$ cat config.mk
export PLATFORM = sky130hd
export DESIGN_NAME = dictionary_markup_decoder_core
export DESIGN_NICKNAME = d
export VERILOG_FILES = /design/src/dmd_pkg.sv /design/src/dmd_parser.sv /design/src/dmd_out_buf.sv /design/src/dictionary_markup_decoder_core.sv
export SDC_FILE = /design/constraint.sdc
export NUM_CORES = 1
export LEC_CHECK = 0
export ABC_AREA = 1
export BUFFER_PORTS_ARGS = -buffer_cell sky130_fd_sc_hd__buf_4
export CORE_MARGIN = 2
export CORE_UTILIZATION = 61
export CTS_CLUSTER_SIZE = 30
export DETAILED_ROUTE_END_ITERATION = 12
export PLACE_DENSITY = 0.81
export SLEW_MARGIN = 30
export SYNTH_ARGS = -nofsm -noshare
export SYNTH_HDL_FRONTEND = slang
export SYNTH_SLANG_ARGS = --single-unit
$ cat constraint.sdc
create_clock -name aclk -period 5.6 [get_ports aclk]
set_input_delay 1.12 -clock aclk [delete_from_list [all_inputs] [get_ports aclk]]
set_output_delay 1.12 -clock aclk [all_outputs]
set_load 0.02 [all_outputs]
$ cat src/dmd_pkg.sv
// ----------------------------------------------------------------------------
// dmd_pkg
// Shared types, character constants and the accent table for the entry
// markup decoder.
// ----------------------------------------------------------------------------
package dmd_pkg;

    localparam int unsigned MaxResults = 4;

    typedef enum logic [1:0] {
        KIND_PLAIN   = 2'd0,
        KIND_RUNE    = 2'd1,
        KIND_NEWLINE = 2'd2
    } kind_t;

    typedef enum logic [1:0] {
        MODE_FULL = 2'd0,
        MODE_HEAD = 2'd1,
        MODE_RAW  = 2'd2
    } mode_t;

    typedef enum logic [6:0] {
        PH_NORMAL      = 7'b0000001,
        PH_STAR        = 7'b0000010,
        PH_STAR_S      = 7'b0000100,
        PH_HASH        = 7'b0001000,
        PH_HASH_LETTER = 7'b0010000,
        PH_SPACE       = 7'b0100000,
        PH_STOPPED     = 7'b1000000
    } phase_t;

    localparam logic [7:0] CH_STAR   = 8'h2A;
    localparam logic [7:0] CH_HASH   = 8'h23;
    localparam logic [7:0] CH_PLUS   = 8'h2B;
    localparam logic [7:0] CH_LT     = 8'h3C;
    localparam logic [7:0] CH_SPACE  = 8'h20;
    localparam logic [7:0] CH_L      = 8'h4C;
    localparam logic [7:0] CH_S      = 8'h53;
    localparam logic [7:0] CH_LPAREN = 8'h28;
    localparam logic [7:0] CH_RPAREN = 8'h29;
    localparam logic [7:0] CH_ONE    = 8'h31;
    localparam logic [7:0] CH_FIVE   = 8'h35;
    localparam logic [7:0] CH_A      = 8'h61;
    localparam logic [7:0] CH_C      = 8'h63;
    localparam logic [7:0] CH_E      = 8'h65;
    localparam logic [7:0] CH_O      = 8'h6F;

    // Up to four results from one byte, slot 0 goes out first
    typedef struct packed {
        logic [2:0]       count;
        logic [3:0][1:0]  kind;
        logic [3:0][7:0]  code;
    } group_t;

    // Accented rune for letter and accent number 0..4
    function automatic logic [7:0] accent_rune(input logic [7:0] letter,
                                               input logic [2:0] idx);
        logic [7:0] r;
        r = letter;
        case (letter)
            CH_A: begin
                case (idx)
                    3'd0:    r = 8'hE1;
                    3'd1:    r = 8'hE0;
                    3'd2:    r = 8'hE2;
                    3'd3:    r = 8'hE4;
                    default: r = 8'h61;
                endcase
            end
            CH_E: begin
                case (idx)
                    3'd0:    r = 8'hE9;
                    3'd1:    r = 8'hE8;
                    3'd2:    r = 8'hEA;
                    3'd3:    r = 8'hEB;
                    default: r = 8'h65;
                endcase
            end
            CH_O: begin
                case (idx)
                    3'd0:    r = 8'hF3;
                    3'd1:    r = 8'hF2;
                    3'd2:    r = 8'hF4;
                    3'd3:    r = 8'hF6;
                    default: r = 8'h6F;
                endcase
            end
            CH_C: begin
                case (idx)
                    3'd4:    r = 8'hE7;
                    default: r = 8'h63;
                endcase
            end
            default: r = letter;
        endcase
        return r;
    endfunction

endpackage

$ cat src/dmd_parser.sv
// ----------------------------------------------------------------------------
// dmd_parser
// Markup parse state and the per-byte decode into a group of results.
// ----------------------------------------------------------------------------
module dmd_parser (
    input  logic            aclk,
    input  logic            aresetn,
    input  logic [1:0]      mode,
    input  logic            in_accept,
    input  logic [7:0]      in_byte,
    input  logic            entry_end,
    output dmd_pkg::group_t group
);
    import dmd_pkg::*;

    phase_t     phase_reg, phase_next;
    logic [7:0] held_reg, held_next;
    logic [2:0] cnt;
    logic       hw_mode;
    logic       raw_mode;
    logic [2:0] digit_idx;

    assign hw_mode   = (mode == MODE_HEAD);
    assign raw_mode  = (mode == MODE_RAW);
    assign digit_idx = 3'(in_byte - CH_ONE);

    always_comb begin
        group      = '0;
        cnt        = 3'd0;
        phase_next = phase_reg;
        held_next  = held_reg;

        if (phase_reg == PH_STOPPED) begin
            // rest of the entry is ignored
        end else if (raw_mode) begin
            phase_next = PH_NORMAL;
            group.kind[cnt[1:0]] = KIND_PLAIN;
            group.code[cnt[1:0]] = in_byte;
            cnt = cnt + 3'd1;
        end else begin
            // held space resolves first, then the byte runs from the new phase
            if (phase_reg == PH_SPACE) begin
                if (hw_mode && in_byte == CH_STAR) begin
                    group.kind[cnt[1:0]] = KIND_NEWLINE;
                    group.code[cnt[1:0]] = 8'h00;
                    cnt = cnt + 3'd1;
                    phase_next = PH_STOPPED;
                end else begin
                    group.kind[cnt[1:0]] = KIND_PLAIN;
                    group.code[cnt[1:0]] = CH_SPACE;
                    cnt = cnt + 3'd1;
                    phase_next = PH_NORMAL;
                end
            end
            case (phase_next)
                PH_NORMAL: begin
                    if (in_byte == CH_STAR) begin
                        phase_next = PH_STAR;
                    end else if (in_byte == CH_HASH) begin
                        phase_next = PH_HASH;
                    end else if (in_byte == CH_PLUS || in_byte == CH_LT) begin
                        phase_next = PH_NORMAL;
                    end else if (in_byte == CH_SPACE && hw_mode) begin
                        phase_next = PH_SPACE;
                    end else begin
                        group.kind[cnt[1:0]] = KIND_PLAIN;
                        group.code[cnt[1:0]] = in_byte;
                        cnt = cnt + 3'd1;
                        phase_next = PH_NORMAL;
                    end
                end
                PH_STAR: begin
                    if (hw_mode && in_byte != CH_L) begin
                        group.kind[cnt[1:0]] = KIND_NEWLINE;
                        group.code[cnt[1:0]] = 8'h00;
                        cnt = cnt + 3'd1;
                        phase_next = PH_STOPPED;
                    end else if (in_byte == CH_L) begin
                        if (!hw_mode) begin
                            group.kind[cnt[1:0]] = KIND_NEWLINE;
                            group.code[cnt[1:0]] = 8'h00;
                            cnt = cnt + 3'd1;
                        end
                        phase_next = PH_NORMAL;
                    end else if (in_byte == CH_S) begin
                        phase_next = PH_STAR_S;
                    end else begin
                        phase_next = PH_NORMAL;
                    end
                end
                PH_STAR_S: begin
                    group.kind[0] = KIND_PLAIN;
                    group.code[0] = CH_LPAREN;
                    group.kind[1] = KIND_PLAIN;
                    group.code[1] = in_byte;
                    group.kind[2] = KIND_PLAIN;
                    group.code[2] = CH_RPAREN;
                    cnt = 3'd3;
                    phase_next = PH_NORMAL;
                end
                PH_HASH: begin
                    held_next  = in_byte;
                    phase_next = PH_HASH_LETTER;
                end
                PH_HASH_LETTER: begin
                    if (in_byte >= CH_ONE && in_byte <= CH_FIVE) begin
                        if (held_reg == CH_A || held_reg == CH_E ||
                            held_reg == CH_O || held_reg == CH_C) begin
                            group.kind[cnt[1:0]] = KIND_RUNE;
                        end else begin
                            group.kind[cnt[1:0]] = KIND_PLAIN;
                        end
                        group.code[cnt[1:0]] = accent_rune(held_reg, digit_idx);
                        cnt = cnt + 3'd1;
                    end
                    phase_next = PH_NORMAL;
                end
                default: begin
                end
            endcase
        end

        if (entry_end) begin
            if (phase_next != PH_STOPPED) begin
                if (phase_next == PH_SPACE) begin
                    group.kind[cnt[1:0]] = KIND_PLAIN;
                    group.code[cnt[1:0]] = CH_SPACE;
                    cnt = cnt + 3'd1;
                end
                group.kind[cnt[1:0]] = KIND_NEWLINE;
                group.code[cnt[1:0]] = 8'h00;
                cnt = cnt + 3'd1;
            end
            phase_next = PH_NORMAL;
            held_next  = 8'h00;
        end
        group.count = cnt;
    end

    always_ff @(posedge aclk) begin
        if (!aresetn) begin
            phase_reg <= PH_NORMAL;
            held_reg  <= 8'h00;
        end else if (in_accept) begin
            phase_reg <= phase_next;
            held_reg  <= held_next;
        end
    end

endmodule

$ cat src/dmd_out_buf.sv
// ----------------------------------------------------------------------------
// dmd_out_buf
// Result group register; hands the group out one word per handshake.
// ----------------------------------------------------------------------------
module dmd_out_buf (
    input  logic            aclk,
    input  logic            aresetn,
    input  logic            load,
    input  dmd_pkg::group_t group,
    output logic            can_load,
    output logic            m_tvalid,
    input  logic            m_tready,
    output logic [7:0]      m_tdata,
    output logic [1:0]      m_tuser,
    output logic            m_tlast
);
    import dmd_pkg::*;

    group_t     grp_reg;
    logic       valid_reg, valid_next;
    logic [1:0] idx_reg, idx_next;
    logic       last_word;

    assign last_word = (3'(idx_reg) == grp_reg.count - 3'd1);
    assign can_load  = !valid_reg || (m_tready && last_word);

    assign m_tvalid = valid_reg;
    assign m_tdata  = grp_reg.code[idx_reg];
    assign m_tuser  = grp_reg.kind[idx_reg];
    assign m_tlast  = last_word;

    always_comb begin
        valid_next = valid_reg;
        idx_next   = idx_reg;
        if (valid_reg && m_tready) begin
            if (last_word) begin
                valid_next = 1'b0;
            end else begin
                idx_next = idx_reg + 2'd1;
            end
        end
        // groups with no results are never stored
        if (load && group.count != 3'd0) begin
            valid_next = 1'b1;
            idx_next   = 2'd0;
        end
    end

    always_ff @(posedge aclk) begin
        if (!aresetn) begin
            valid_reg <= 1'b0;
            idx_reg   <= 2'd0;
        end else begin
            valid_reg <= valid_next;
            idx_reg   <= idx_next;
        end
    end

    always_ff @(posedge aclk) begin
        if (load && group.count != 3'd0) begin
            grp_reg <= group;
        end
    end

endmodule

$ cat src/dictionary_markup_decoder_core.sv
// ----------------------------------------------------------------------------
// dictionary_markup_decoder_core
// Thesaurus entry markup decoder, one markup byte in, up to four characters
// out.
// ----------------------------------------------------------------------------
// Usage:
//   Input stream: one entry byte per word, s_tlast on the last byte of an
//   entry. Output stream: one character per word, m_tuser gives its kind
//   (plain byte, accented rune, newline), m_tlast marks the last character
//   caused by one input byte.
//   mode is written through cfg_we/cfg_wdata while the stream is quiet.
//   A byte is decoded in the cycle it is accepted; its first character is
//   presented on the next cycle. A byte yielding n characters (n up to 4,
//   e.g. "*S" argument at entry end) holds the output until all n are
//   taken; while the receiver is ready, bytes yielding none or one go at one
//   per cycle. The single result group register sets this: s_tready is high
//   while it is empty or its last word is being taken.
//   Reset empties the output register, clears the parse state and sets mode
//   to full entry. A stalled receiver holds the current word and, while the
//   register holds a group, holds s_tready low.
// ----------------------------------------------------------------------------
module dictionary_markup_decoder_core (
    input  logic       aclk,
    input  logic       aresetn,
    input  logic       cfg_we,
    input  logic [1:0] cfg_wdata,
    input  logic       s_tvalid,
    output logic       s_tready,
    input  logic [7:0] s_tdata,   // [7:0] in_byte
    input  logic       s_tlast,
    output logic       m_tvalid,
    input  logic       m_tready,
    output logic [7:0] m_tdata,   // [7:0] code
    output logic [1:0] m_tuser,   // [1:0] kind
    output logic       m_tlast
);
    import dmd_pkg::*;

    logic [1:0] mode_reg;
    logic       in_accept;
    group_t     group;

    assign in_accept = s_tvalid && s_tready;

    always_ff @(posedge aclk) begin
        if (!aresetn) begin
            mode_reg <= MODE_FULL;
        end else if (cfg_we) begin
            mode_reg <= cfg_wdata;
        end
    end

    dmd_parser u_parser (
        .aclk      (aclk),
        .aresetn   (aresetn),
        .mode      (mode_reg),
        .in_accept (in_accept),
        .in_byte   (s_tdata),
        .entry_end (s_tlast),
        .group     (group)
    );

    dmd_out_buf u_out (
        .aclk     (aclk),
        .aresetn  (aresetn),
        .load     (in_accept),
        .group    (group),
        .can_load (s_tready),
        .m_tvalid (m_tvalid),
        .m_tready (m_tready),
        .m_tdata  (m_tdata),
        .m_tuser  (m_tuser),
        .m_tlast  (m_tlast)
    );

endmodule

* Yosys cells after proc, flatten, opt, wreduce, memory -nomap -nowiden *
Index checks and enable logic that the tools add are counted.

operators by class
  add/sub/neg operators = 6
  magnitude comparators = 9
  eq/ne operators = 30
  multiplexer cells = 99
  bitwise logic cells = 22
  reduce and logical (&&, ||, !) cells = 27

operator list
  kind                count
  $mux 40             14
  $mux 8              18
  $pmux 8 s4          4
  $pmux 24 s4         1
  $mux 7              11
  $bwmux 32           2
  $not 32->32         2
  $mux 3              19
  $demux 8 s2         3
  $eq 8x7->1 const B  6
  $eq 8x6->1 const B  5
  $and 32x32->32      1
  $and 8x32->32       1
  $and 28x28->28      1
  $not 28->28         1
  $pmux 7 s4          1
  $mux 24             1
  $pmux 6 s4          1
  $pmux 8 s3          1
  $mux 2              9
  $mux 6              3
  $bmux 8 s2          1
  $not 8->8           2
  $eq 7x6->1 const B  2
  other kinds (44)    83

word-level totals
  register bits = 63
  input port bits = 16
  output and inout bits = 13
  logic and storage cells = 207

* Depth between registers and ports, before layout *
Gate-level depths: netlist of run 1.

  depth after elaboration = 24
  depth in mapped cells = 26
  depth with buffers taken out = 25

* Cells and area by module *
From an unflattened synthesis of run 1, not the netlist that was laid out.

second synthesis, totals
  cells, all modules = 576
  area total of the unflattened synthesis = 4401.7 µm²

modules (own cells, without submodules)
  module                          instances  cells an instance  area an instance (µm²)  sequential area each (µm²)
  dmd_parser                      1          427                2538.7                  300.3
  dmd_out_buf                     1          135                1778.0                  1351.3
  dictionary_markup_decoder_core  1          14                 85.1                    40.0

* Least setup slack after synthesis of run 1 *
OpenSTA, ideal clock, no wires.

  kind = input port to flip-flop
  start point = input s_tdata[1]
  end point = register u_out.grp_reg[0] in the netlist's numbering, enable pin
  library setup time = 0.383 ns
  arrival time = 4.355 ns
  data required time = 5.217 ns
  setup slack = 0.862 ns
  stages = 24
  cells stage by stage = buf_2 nor2_1 inv_1 nor2_1 nand2_1 ha_1 nand2_1 o21ai_0 nand2_1 nand2_1 nor2_1 nand3_1 nand2_1 ha_1 nand2_1 o21ai_0 ha_1 inv_1 ha_1 nor2_4 inv_2 nand3_2 nand2_2 inv_1

RTL lines
  element                 RTL line                              text
  start: declaration      dictionary_markup_decoder_core.sv:29  input logic [7:0] s_tdata,
  end signal: assignment  dmd_out_buf.sv:61                     grp_reg <= group;
  end: declaration        dmd_out_buf.sv:19                     group_t grp_reg;

==> impl_results.md, run 1 <==
- Max-slew violations: 0
- Critical-path top delay cell: ha_1
- Synth cell types: 45
- Commonest cells after routing, fill and taps aside: nand2_1, nor2_1, inv_1
- Layout area overhead: 10.85%
- Largest stage delay on the critical path: 0.32 ns
- Minimum clock period: 4.622 ns
- Antenna Cells: 0
- Yosys reg bits: 48
- Max Clock Skew: 0.01506 ns
- Layout cells sized above 1: 19.38%
- HP Class: reg2reg
- Std-Cell Rows: 28
- Post CTS Setup Buffer Count: 0
- Post-synth ARST share: 0%
- Nature of the critical path startpoint: input port
- Antenna viol nets, final: 0
- TritonCTS clock tree: done
- Initial core utilization: 62.30%
- Ports: 29
- RSZ-0062 raised after global routing: no
- Post_cts resized: 0
- IO buf count: 28
- DP HPWL: 6.959 mm
- Synth warn: 0
- Nets: 544
- # DRC: 0
- Post-Syn Area: 0.003645 mm²
- Crit path DAT: 4.60 ns
- Die height: 81.30 µm
- Gr usage total: 28.47%
- Outcome: finished, final reports clean
- Iteration count of the initial detailed-routing pass: 7
- Top FF cell, synth: edfxtp_1
- Root Buffer: clkbuf_8
- Number of hold buffers added after CTS: 0
- Longest Clk Path Bufs: 2
- Antenna violations before repair: 0
- # setup viols final: 0
- CP max FO: 28
- Routed WL per cell: 15.11 µm
- Setup slack after layout: 0.9780 ns
- DR vias/cell: 5.819
- Fillers: 512
- First-pass GRT wire length: 14.61 mm
- Vias in the first global route: 3086
- DIE WIDTH: 81.30 µm
- Worst path required time: 5.58 ns
- Max reg flops: 28
- Final WL: 8.928 mm
- VDD IR max: 0.1254 mV
- Cells after synthesis: 486
- Final TNS setup: 0 ns
- Crit end category: register
- Post-Place Setup Slack: 0.7164 ns
- Syn Nets: 515
- Most frequent cell on the critical path: nand2_1
- Worst-margin pin slew: 0.6962 ns
- Setup CP Type: in2reg
- Worst rel slew slack: 53.16%
- Fin crit share: 82.54%
- Die area: 0.006610 mm²
- Most common cell after layout, fill and taps aside: nand2_1
- Peak Freq: 216.4 MHz
- Post-Syn Area per Cell: 7.499 µm²
- Final Hold Viols: 0
- Pwr per Cell Area: 227.8 mW/mm²
- CTS clk-pin slew, worst paths: 0.10 ns
- Number of synthesized flops with an enable pin: 28
- Leakage power: 1.700 nW
- Max cap viols: 0
- Core box area: 0.005851 mm²
- Routed via count: 3439
- Skew-Pair Late Insertion Delay: 0.31 ns
- Number of buffers created by CTS: 5
- Detailed router's first-iteration violation count: 295
- Sink Count: 48
- H-Tree Level Count: 2
- Pin count of the biggest net entering global routing: 29
- Global route overflow: 0
- Seq/Total Area, Yosys: 34.05%
- GP Congestion: 0.9808
[cell usage after synthesis, types with 8 or more instances]
library cell	count	area, µm²
dfxtp_1	20	400.4
nand3_1	32	160.2
o21ai_0	41	205.2
ha_1	13	162.7
nand2_2	11	68.82
inv_2	10	37.54
a21oi_1	22	110.1
nand2_1	88	330.3
inv_1	52	195.2
nand4_1	9	56.30
nor2_1	65	244.0
nor3_2	8	80.08
edfxtp_1	28	840.8
[power breakdown]
group          switching (W)  internal [W]  total (W)
clock               0.000121      0.000132   0.000253
sequential         0.0000104      0.000404   0.000415
combinational       0.000165     0.0000880   0.000253
[worst max-delay path, delay by kind of cell]
family                   cells  cell delay (ns)
buffers and inverters        5             0.62
AO/OA/AOI/OAI                2             0.22
adder cells (fa/ha/maj)      4             1.08
AND/OR/NAND/NOR             14             1.53
[stage by stage]
stage	power, W	area (µm²)	hold WS, ns	util [%]	std cells
after global routing	0.0009648	4040	0.4989	69.05	591
after global placement	0.0006674	3929	0.4527	67.15	583
after CTS	0.0009219	4040	0.4735	69.05	591
after detailed placement	0.0006728	3929	0.4589	67.15	583
final	0.0009205	4040	0.4733	69.05	591
after floorplan	0.0005966	3645	0.4453	-	486
[area by class of cell]
cell class	count	area, µm²	share of cell area, %
Multi-Input combinational cell	366	2122	52.52
Sequential cell	48	1241	30.72
Inverter	63	239.0	5.915
Timing Repair Buffer	31	232.7	5.760
Tap cell	75	93.84	2.323
Clock buffer	5	68.82	1.703
Clock inverter	3	42.54	1.053
[path summary, 6_finish.rpt]
path                          from  slack [ns]                    to  cells past startpoint
min reg2reg   u_parser.held_reg[6]        0.47  u_parser.held_reg[6]                      2
min           u_parser.held_reg[6]        0.47  u_parser.held_reg[6]                      2
max                     s_tdata[7]        0.98      u_out.grp_reg[1]                     25
max reg2reg  u_parser.phase_reg[4]        1.30      u_out.grp_reg[1]                     23
[cell families (layout without fill, tap and decap cells)]
group	after synthesis	in the layout	share of synthesized area (%)
fa+ha+maj	13	13	4.463
flops	48	48	34.05
mux	1	1	0.3089
buf+inv	72	102	7.724
other cells	1	1	0.1029
simple gates	250	250	37.04
compound gates	97	97	15.35
xor+xnor	4	4	0.9614
[metal layers]
layer	share of wire (%)	routed length, µm	GRT usage [%]
met3	6.1	541	4.333
met2	48	4309	47.54
met1	44	3971	38.78
met4	1.2	106	6.610
met5	0	0	0
(Power assumes the default switching activity.)
==> run 2: changes to the inputs <==
==> constraint.sdc (replaced) <==
create_clock -name aclk -period 4.3 [get_ports aclk]
set_input_delay 0.86 -clock aclk [delete_from_list [all_inputs] [get_ports aclk]]
set_output_delay 0.86 -clock aclk [all_outputs]
set_load 0.02 [all_outputs]
==> impl_results.md, run 2 (same netlist as run 1, synthesis figures left out) <==
- Outcome: finished, final reports clean
- Ports: 29
- Worst-margin pin slew: 0.6018 ns
- Max-slew violations: 0
- GP Congestion: 1.048
- Antenna Cells: 0
- Std-Cell Rows: 28
- TritonCTS clock tree: done
- Skew-Pair Late Insertion Delay: 0.31 ns
- Worst r2r src: u_parser.phase_reg[4]
- Core box area: 0.005851 mm²
- Largest stage delay on the critical path: 0.30 ns
- Detailed router's first-iteration violation count: 360
- R2R cell count: 24
- Design area: 0.004163 mm²
- Fin crit share: 92.99%
- Layout area overhead: 14.21%
- Routed via count: 3525
- Crit path DAT: 4.02 ns
- DIE WIDTH: 81.30 µm
- Longest Clk Path Bufs: 2
- Placed cell area: 0.004013 mm²
- Routed WL per cell: 14.87 µm
- Pwr per Cell Area: 291.0 mW/mm²
- Nature of the critical path startpoint: input port
- Global route overflow: 0
- Critical path capture point: u_out.grp_reg[6]
- Worst rel slew slack: 59.73%
- Max reg flops: 28
- Final TNS setup: 0 ns
- Most common cell after layout, fill and taps aside: nand2_1
- Most frequent cell on the critical path: ha_1
- Antenna viol nets, final: 0
- Iteration count of the initial detailed-routing pass: 8
- Nets: 557
- Footprint of the multi-input gates: 0.002127 mm²
- CTS clk-pin slew, worst paths: 0.09 ns
- Setup CP Type: in2reg
- Pin count of the biggest net entering global routing: 29
- DP HPWL: 6.901 mm
- Final Hold Viols: 0
- H-Tree Level Count: 2
- DR vias/cell: 5.836
- Die area: 0.006610 mm²
- First-pass GRT wire length: 15.07 mm
- VDD IR max: 0.1484 mV
- Cell Chain, Critical Path: buf_4 -> inv_2 -> nand2_4 -> nor2_8 -> nand3_2 -> nand2_2 -> nand4_1 -> nor2_4 -> buf_4 -> a21oi_1 -> nand3_1 -> nand2_1 -> ha_1 -> nand2_1 -> o21ai_0 -> ha_1 -> inv_1 -> ha_1 -> nor2_4 -> inv_2 -> nand3_2 -> nand2_2 -> clkinvlp_4 -> buf_12
- Seq. cell area: 0.001241 mm²
- Peak Freq: 250.1 MHz
- # setup viols final: 0
- Commonest cells after routing, fill and taps aside: nand2_1, nor2_1, inv_1
- IO buf count: 28
- Vias in the first global route: 3284
- Leakage power: 1.758 nW
- HP Class: reg2reg
- Die height: 81.30 µm
- Worst Setup SP: s_tdata[2]
- Worst path required time: 4.32 ns
- Crit end category: register
- Root Buffer: clkbuf_8
- Layout cells sized above 1: 22.12%
- Sink Count: 48
- Worst r2r dst: u_out.grp_reg[6]
- # DRC: 0
- Max Clock Skew: 0.01043 ns
- Final WL: 8.983 mm
- Minimum clock period: 3.998 ns
- CP max FO: 28
- Fillers: 468
- Number of buffers created by CTS: 5
- Initial core utilization: 62.30%
- Antenna violations before repair: 0
- Gr usage total: 29.07%
- Critical-path top delay cell: ha_1
- Max cap viols: 0
- R2r setup slk: 0.41 ns
-- run 2: changes by cell type in the layout (fill, tap and decap cells not counted), moves of 2 or more --
cell	delta
clkinvlp_4	+2
nor2_2	+2
buf_4	+12
nor2_1	-2
-- run 2: routing by layer --
metal	track usage, %	vias to the layer above	wire length, µm
met5	0	-	0
met4	9.661	0	177
met3	4.556	25	709
met2	48.69	174	4321
met1	38.29	1603	3773
li1	-	1723	-
-- run 2: layout make-up --
type	instances	share of cell area, %
clock buffers	5	1.653
clock inverters	3	1.112
inverters	63	5.831
multi-input cells	366	51.10
flip-flops and latches	48	29.82
well taps	75	2.254
repair buffers	44	8.236
-- run 2: worst min path at each step --
stage	slack [ns]	to	from	depth (start not counted)
finish	0.48	u_parser.held_reg[5]	u_parser.held_reg[5]	2
global route	0.51	mode_reg[0]	mode_reg[0]	2
CTS	0.48	mode_reg[0]	mode_reg[0]	2
detailed placement	0.47	u_parser.held_reg[6]	u_parser.held_reg[6]	2
global placement	0.45	u_parser.held_reg[5]	u_parser.held_reg[5]	2
floorplan	0.45	u_parser.held_reg[5]	u_parser.held_reg[5]	2
-- run 2: through the flow --
step	worst slack (ns)	hold WS (ns)	util [%]	power (W)	cells
2_1_floorplan	0.03855	0.4453	-	0.0007777	486
3_3_place_gp	0.08444	0.4524	68.58	0.0008775	592
3_5_place_dp	-0.02948	0.4696	68.58	0.0008848	592
4_1_cts	0.2485	0.4848	70.55	0.001211	600
5_1_grt	-0.01496	0.5052	71.15	0.001272	604
6_report	0.3015	0.4812	71.15	0.001211	604
-- run 2: worst max-delay path: cells and delay by family --
family                     cells  cell delay [ns]
and+or+nand+nor               12             1.34
AOI/OAI and AO/OA              2             0.17
buffers and inverters          7             0.84
adders and majority gates      3             0.79
-- run 2: what timing repair did --
item                                   4_1_cts  5_1_grt
setup endpoints to repair                    0       28
hold buffers                                 0        0
resized for setup                            0        2
setup buffers                                0        4
endpoints found under the hold margin        0        0
-- run 2: power breakdown --
group,leakage [nW],internal (W),switching (W)
registers,0.437,0.000526,0.0000132
clock network,0.0548,0.000175,0.000157
logic,1.27,0.000122,0.000218
total,1.76,0.000824,0.000387
